[config.mk]
export PLATFORM = sky130hd
export DESIGN_NAME = owc_frame
export DESIGN_NICKNAME = d
export VERILOG_FILES = /design/src/rtl/core/owc_pkg.sv /design/src/rtl/core/owc_frame.sv
export SDC_FILE = /design/constraint.sdc
export NUM_CORES = 1
export LEC_CHECK = 0
export BUFFER_PORTS_ARGS = -buffer_cell sky130_fd_sc_hd__buf_2
export CAP_MARGIN = 20
export CORE_MARGIN = 1
export CORE_UTILIZATION = 50
export CTS_CLUSTER_DIAMETER = 40
export DETAILED_ROUTE_END_ITERATION = 7
export PLACE_DENSITY = 0.82
export REMOVE_ABC_BUFFERS = 1
export SYNTH_ARGS = -nofsm -noshare
export SYNTH_HDL_FRONTEND = slang
export SYNTH_SLANG_ARGS = --single-unit
[constraint.sdc]
create_clock -name clk -period 4.5 [get_ports clk]
set_input_delay 0.45 -clock clk [delete_from_list [all_inputs] [get_ports clk]]
set_output_delay 0.45 -clock clk [all_outputs]
set_load 0.005 [all_outputs]
[src/rtl/core/owc_pkg.sv]
// Shared types, codes and the CRC-8 step for the scratchpad checker.
package owc_pkg;

  localparam logic [7:0] CrcPoly = 8'h8C;
  localparam logic [15:0] PowerOnRaw = 16'h0550;
  localparam logic [3:0] FrameDataBytes = 4'd8;

  typedef enum logic [1:0] {
    ST_OK        = 2'd0,
    ST_CRC_BAD   = 2'd1,
    ST_POWER_ON  = 2'd2,
    ST_XFER_FAIL = 2'd3
  } status_t;

  typedef struct packed {
    logic [7:0] data_byte;
    logic       transfer_failed;
  } byte_item_t;

  typedef struct packed {
    logic signed [15:0] temperature;
    logic [1:0]         status;
  } result_item_t;

  typedef struct packed {
    logic         hit;
    result_item_t item;
  } frame_res_t;

  function automatic logic [7:0] crc8_update(input logic [7:0] crc_in,
                                             input logic [7:0] data);
    logic [7:0] crc;
    logic [7:0] d;
    logic       fb;
    crc = crc_in;
    d = data;
    for (int i = 0; i < 8; i++) begin
      fb = crc[0] ^ d[0];
      crc = {1'b0, crc[7:1]};
      if (fb) begin
        crc = crc ^ CrcPoly;
      end
      d = {1'b0, d[7:1]};
    end
    return crc;
  endfunction

endpackage

[src/rtl/core/owc_frame.sv]
// Frame state of the scratchpad checker: CRC, byte count, temperature bytes.
module owc_frame (
  input  logic                clk,
  input  logic                rst,
  input  logic                step,
  input  owc_pkg::byte_item_t item,
  output owc_pkg::frame_res_t res
);
  import owc_pkg::*;

  logic [7:0]  running_crc;
  logic [3:0]  byte_position;
  logic [7:0]  temp_low_byte;
  logic [7:0]  temp_high_byte;
  logic [7:0]  running_crc_next;
  logic [15:0] raw;
  logic        check_byte;
  status_t     status;

  assign raw = {temp_high_byte, temp_low_byte};
  assign check_byte = byte_position >= FrameDataBytes;
  assign running_crc_next = crc8_update(running_crc, item.data_byte);

  always_comb begin
    status = ST_OK;
    res.hit = 1'b0;
    if (item.transfer_failed) begin
      status = ST_XFER_FAIL;
      res.hit = 1'b1;
    end else if (check_byte) begin
      res.hit = 1'b1;
      if (running_crc != item.data_byte) begin
        status = ST_CRC_BAD;
      end else if (raw == PowerOnRaw) begin
        status = ST_POWER_ON;
      end
    end
    res.item.status = status;
    res.item.temperature = (status == ST_OK) ? $signed(raw) : 16'sd0;
  end

  always_ff @(posedge clk) begin
    if (rst) begin
      running_crc <= '0;
      byte_position <= '0;
      temp_low_byte <= '0;
      temp_high_byte <= '0;
    end else if (step) begin
      if (item.transfer_failed || check_byte) begin
        running_crc <= '0;
        byte_position <= '0;
      end else begin
        if (byte_position == 4'd0) begin
          temp_low_byte <= item.data_byte;
        end else if (byte_position == 4'd1) begin
          temp_high_byte <= item.data_byte;
        end
        running_crc <= running_crc_next;
        byte_position <= byte_position + 4'd1;
      end
    end
  end

`ifndef SYNTH
  a_pos_range: assert property (@(posedge clk) disable iff (rst)
    byte_position <= FrameDataBytes)
    else $error("byte count beyond frame length");
  a_restart: assert property (@(posedge clk) disable iff (rst)
    step && res.hit |=> byte_position == 4'd0 && running_crc == 8'd0)
    else $error("frame did not restart after result");
  a_fail_result: assert property (@(posedge clk) disable iff (rst)
    step && item.transfer_failed |-> res.hit && res.item.status == ST_XFER_FAIL)
    else $error("transfer failure gave no failed result");
  a_temp_zero: assert property (@(posedge clk) disable iff (rst)
    step && res.hit && res.item.status != ST_OK |-> res.item.temperature == 16'sd0)
    else $error("temperature not cleared on bad status");
`endif

endmodule

# Word-level counts from Yosys, hierarchy flattened

Cells that the tools add are included.
Widths: inputs -> output; s select.

$add $sub $neg: 1
Order comparisons: 1
Equality and inequality tests: 3
Mux-type cells: 17
Bitwise operators: 18
Reductions and logical operators: 5

Operators by type and width:

| operator             | number |
|---|---|
| $mux 8               | 9 |
| $not 2->3            | 8 |
| $eq 16x11->1 const B | 1 |
| $mux 16              | 1 |
| $mux 2               | 4 |
| $ne 8x8->1           | 1 |
| $xor 1x1->1          | 8 |
| $add 4x1->4 const B  | 1 |
| $eq 4x1->1 const B   | 1 |
| $ge 4x4->1 const B   | 1 |
| $logic_not 4->1      | 1 |
| $mux 4               | 1 |
| $reduce_and 4->1     | 1 |
| $reduce_and 3->1     | 1 |
| $logic_not 2->1      | 1 |
| $mux 1               | 2 |
| $not 1->1            | 2 |
| $logic_or 1x1->1     | 1 |

Register bits after elaboration: 28
Bits of input ports: 12
Output and inout bits: 19
Word-level logic and storage cells: 49

# Longest topological paths before layout

Word-level depth: 17
Gate-level depth with buffers: 7
Depth with buffers taken out: 5

# Worst setup path before layout

OpenSTA, ideal clock, no wires.

Path type: input port to output port
From: input port item[3] in the netlist's numbering
To: output port res[11] in the netlist's numbering
Data arrival time: 1601 ps
Data required time: 4050 ps
Slack: 2449 ps
Stages: 6
Path buffers: 1
Path through: xnor2_1 -> nand4bb_2 -> or2_1 -> a21oi_2 -> buf_4 -> and2_1

RTL lines:

| item               | line           | source |
|---|---|---|
| start: declaration | owc_frame.sv:6 | `input owc_pkg::byte_item_t item,` |
| end: declaration   | owc_frame.sv:7 | `output owc_pkg::frame_res_t res` |

==> results.txt <==
----------------------------------------------------
[Run status]
  Run status ... finished, final reports clean

[Placed design]
  Area after DPL ... 1650 um^2
  Post-Place Setup Slack ... 1940 ps
  Input/output buffers ... 30
  Final HPWL DP ... 2.50 mm
  Placer congestion estimate ... 0.938

[Layout]
  N_diodes ... 0
  Area taken by flip-flops and latches ... 561 um^2
  Most common library cell in the layout ignoring fill and taps ... sky130_fd_sc_hd__buf_2
  Area growth from synthesis to final layout ... 13.3%
  Count of fill cells added during filler insertion ... 236
  Final net count ... 211
  Summed area of non-filler cells in the final layout ... 1690 um^2
  Most frequent cells in the layout ... sky130_fd_sc_hd__buf_2 (30), sky130_fd_sc_hd__dfxtp_1 (28), sky130_fd_sc_hd__nor2_1 (20)
  Footprint of the multi-input gates ... 882 um^2
  Share of layout cells above drive strength 1 ... 0.226

[Clock network]
  Bufs on Longest Clock Path ... 2
  CTS resizes ... 0
  Buffer type at the clock tree root ... sky130_fd_sc_hd__clkbuf_4
  Post-CTS setup-driven buffer insertion count ... 0
  TritonCTS clock tree ... yes
  Number of buffers inserted during clock tree synthesis ... 3
  Clock-pin transition on the worst setup and hold timing paths ... 150 ps
  Clock insertion delay at the later pin of the skew report ... 330 ps
  Sink Count ... 28
  H-Tree Level Count ... 1
  Cts-stage hold buffer count ... 0

[Worst setup path]
  Req. time, crit path ... 4050 ps
  Worst setup path class ... register to output pin
  CP Capture Type ... output pin
  CP startpoint ... running_crc[2]
  Cell with the biggest individual delay on the critical path ... sky130_fd_sc_hd__a21oi_2
  Crit path max-delay family ... simple AND/OR/NAND/NOR gates
  Number of cells on the worst reg-to-reg path ... 5
  Worst Path Arrival ... 2200 ps
  Worst r2r dst ... temp_high_byte[3]
  Startpoint of the worst register-to-register path ... byte_position[3]
  Largest fanout on the critical path ... 13
  Buffers plus inverters on the worst setup path ... 1
  Crit path largest cell delay ... 400 ps
  Slack of the worst reg-to-reg path ... 2500 ps
  Ordered cell list for the critical path ... xnor2_1, nand4bb_2, or2_1, a21oi_2, and2_1, buf_2
  Startpoint class of the critical path ... register

[Floorplanning]
  Area enclosed by the die boundary ... 3200 um^2
  Height of the chip ... 56.6 um
  Width of the die ... 56.6 um
  Top Ports ... 31
  Row Count ... 19
  Floorplan Core Area ... 2780 um^2
  Starting density of the core ... 0.535

[Route]
  Number of vias after detailed routing ... 1,252
  Average wire per cell in the routed design ... 14.2 um
  Vias per std cell ... 5.54
  Detailed Route Iter0 Violations ... 45
  Residual DRC count ... 0
  Aggregate routed wire length ... 3.20 mm
  Pre-Repair DR Iteration Count ... 4
  Post-detailed-route count of antenna-violating nets ... 0

[STA]
  Hold violation count in the final report ... 0
  Final Critical Period ... 2650 ps
  Worst slew pin tran ... 541 ps
  Layout Skew ... 1.75 ps
  Smallest setup slack after layout ... 1850 ps
  Headroom to the max-slew limit ... 0.638
  Unrepaired setup endpoints after global routing ... false
  Number of max-slew violations in the final report ... 0
  Share of the clock period used by the worst path ... 0.589
  Setup TNS after final layout ... 0 ps
  Setup violation total in the final timing report ... 0
  Highest Clock Rate ... 377 MHz

[GRT]
  Total routing usage reported by global routing ... 0.212
  Final global-route overflow total ... 0
  Wire length of the first global-routing pass ... 5.26 mm
  Initial antenna violation count ... 0
  Number of global-route vias before repair ... 1,184
  Pin count of the biggest net entering global routing ... 27

[Hold path]
  Hold crit path type ... input port to register
  Startpoint of the most critical hold path ... item[8]
  Depth of the worst hold-timing path ... 3
  Worst Hold Path EP ... temp_low_byte[7]

[Logic synthesis]
  Post-synthesis sequential element count ... 28
  Netlist area before placement ... 1490 um^2
  Number of distinct standard cells referenced by the synthesized netlist ... 36
  Per-instance average area after synthesis ... 8.92 um^2
  Most instantiated flip-flop cell in the synthesis netlist ... sky130_fd_sc_hd__dfxtp_1
  Cell taking the most area after synthesis ... sky130_fd_sc_hd__dfxtp_1
  Synthesized netlist cell count ... 167
  Share of synthesized registers carrying an async set or reset ... 0
  Synth warnings ... 0
  Register area share after synthesis ... 0.376
  Number of synthesized flops with an enable pin ... 0
  Top area cells in the synthesized netlist ... sky130_fd_sc_hd__dfxtp_1 (38%), sky130_fd_sc_hd__xnor2_1 (7.6%), sky130_fd_sc_hd__and2_1 (6.7%)
  Share of the synthesized area in the top cell type ... 0.376

[Power]
  Leakage ... 0.745 nW
  Power per standard cell area ... 341 nW/um^2
  Total power after layout ... 575 uW
  Worst-case vdd ir drop ... 221 uV

[Run]
  Count of maximum capacitance violations ... 0

----------------------------------------------------
==> cell type report <==
class	instances	area share
Sequential cell	28	0.332
Timing Repair Buffer	30	0.0890
Inverter	5	0.0111
Tap cell	31	0.0230
Clock buffer	4	0.0215
Multi-Input combinational cell	128	0.523
==> flip-flops by register name (all words and copies together), names as in the netlist <==
signal,count
byte_position,4
running_crc,8
temp_high_byte,8
temp_low_byte,8
==> synthesized netlist by cell type, drive strengths merged, types with 3 or more instances <==
cell type  instances
nor2              21
xnor2             16
dfxtp             28
a21oi             12
ha                 3
nand2             10
inv                4
nand3             10
a22o               4
clkbuf             4
nor4               3
and2              16
a22oi              4
xor2               5
mux2i              8
==> power breakdown <==
part           switching, mW  internal [mW]
registers             0.0133          0.264
clock network         0.0752         0.0497
logic                 0.0901         0.0825
==> worst max path at each step <==
stage / endpoint / depth (start not counted) / slack (ps)
floorplan: res[11] / 5 / 2430
global placement: res[7] / 7 / 2010
detailed placement: res[11] / 7 / 1940
CTS: res[11] / 6 / 1830
global route: res[11] / 6 / 1660
finish: res[11] / 6 / 1850
==> routing by layer <==
layer,global-route usage,part of all wire,up-vias
li1,-,-,624
met1,0.273,0.46,574
met2,0.334,0.46,43
met3,0.0253,0.049,11
met4,0.136,0.037,0
met5,0,0,-
==> worst reg2reg max path, stage by stage, from the launching register on <==
cell and delay (ps):
sky130_fd_sc_hd__dfxtp_1 420, sky130_fd_sc_hd__or3b_4 460, sky130_fd_sc_hd__nor2_4 230, sky130_fd_sc_hd__nand3b_1 430, sky130_fd_sc_hd__mux2i_1 300, sky130_fd_sc_hd__nor2_1 60
==> metrics by stage <==
step | cells | utilization | hold slack [ps]
6_report | 226 | 0.606 | 381
5_1_grt | 226 | 0.606 | 379
4_1_cts | 226 | 0.606 | 375
3_5_place_dp | 222 | 0.593 | 452
3_3_place_gp | 222 | 0.593 | 458
2_1_floorplan | 161 | - | 433
==> kinds of logic after synthesis <==
logic type,Yosys count,share of synthesized area
buffers and inverters,11,0.0311
flip-flops,28,0.376
AO/OA/AOI/OAI,23,0.103
multiplexers,8,0.0538
AND/OR/NAND/NOR,73,0.267
adder cells (fa/ha/maj),3,0.0252
XOR/XNOR,21,0.144
Note: power is estimated with default switching activity, not from simulation.
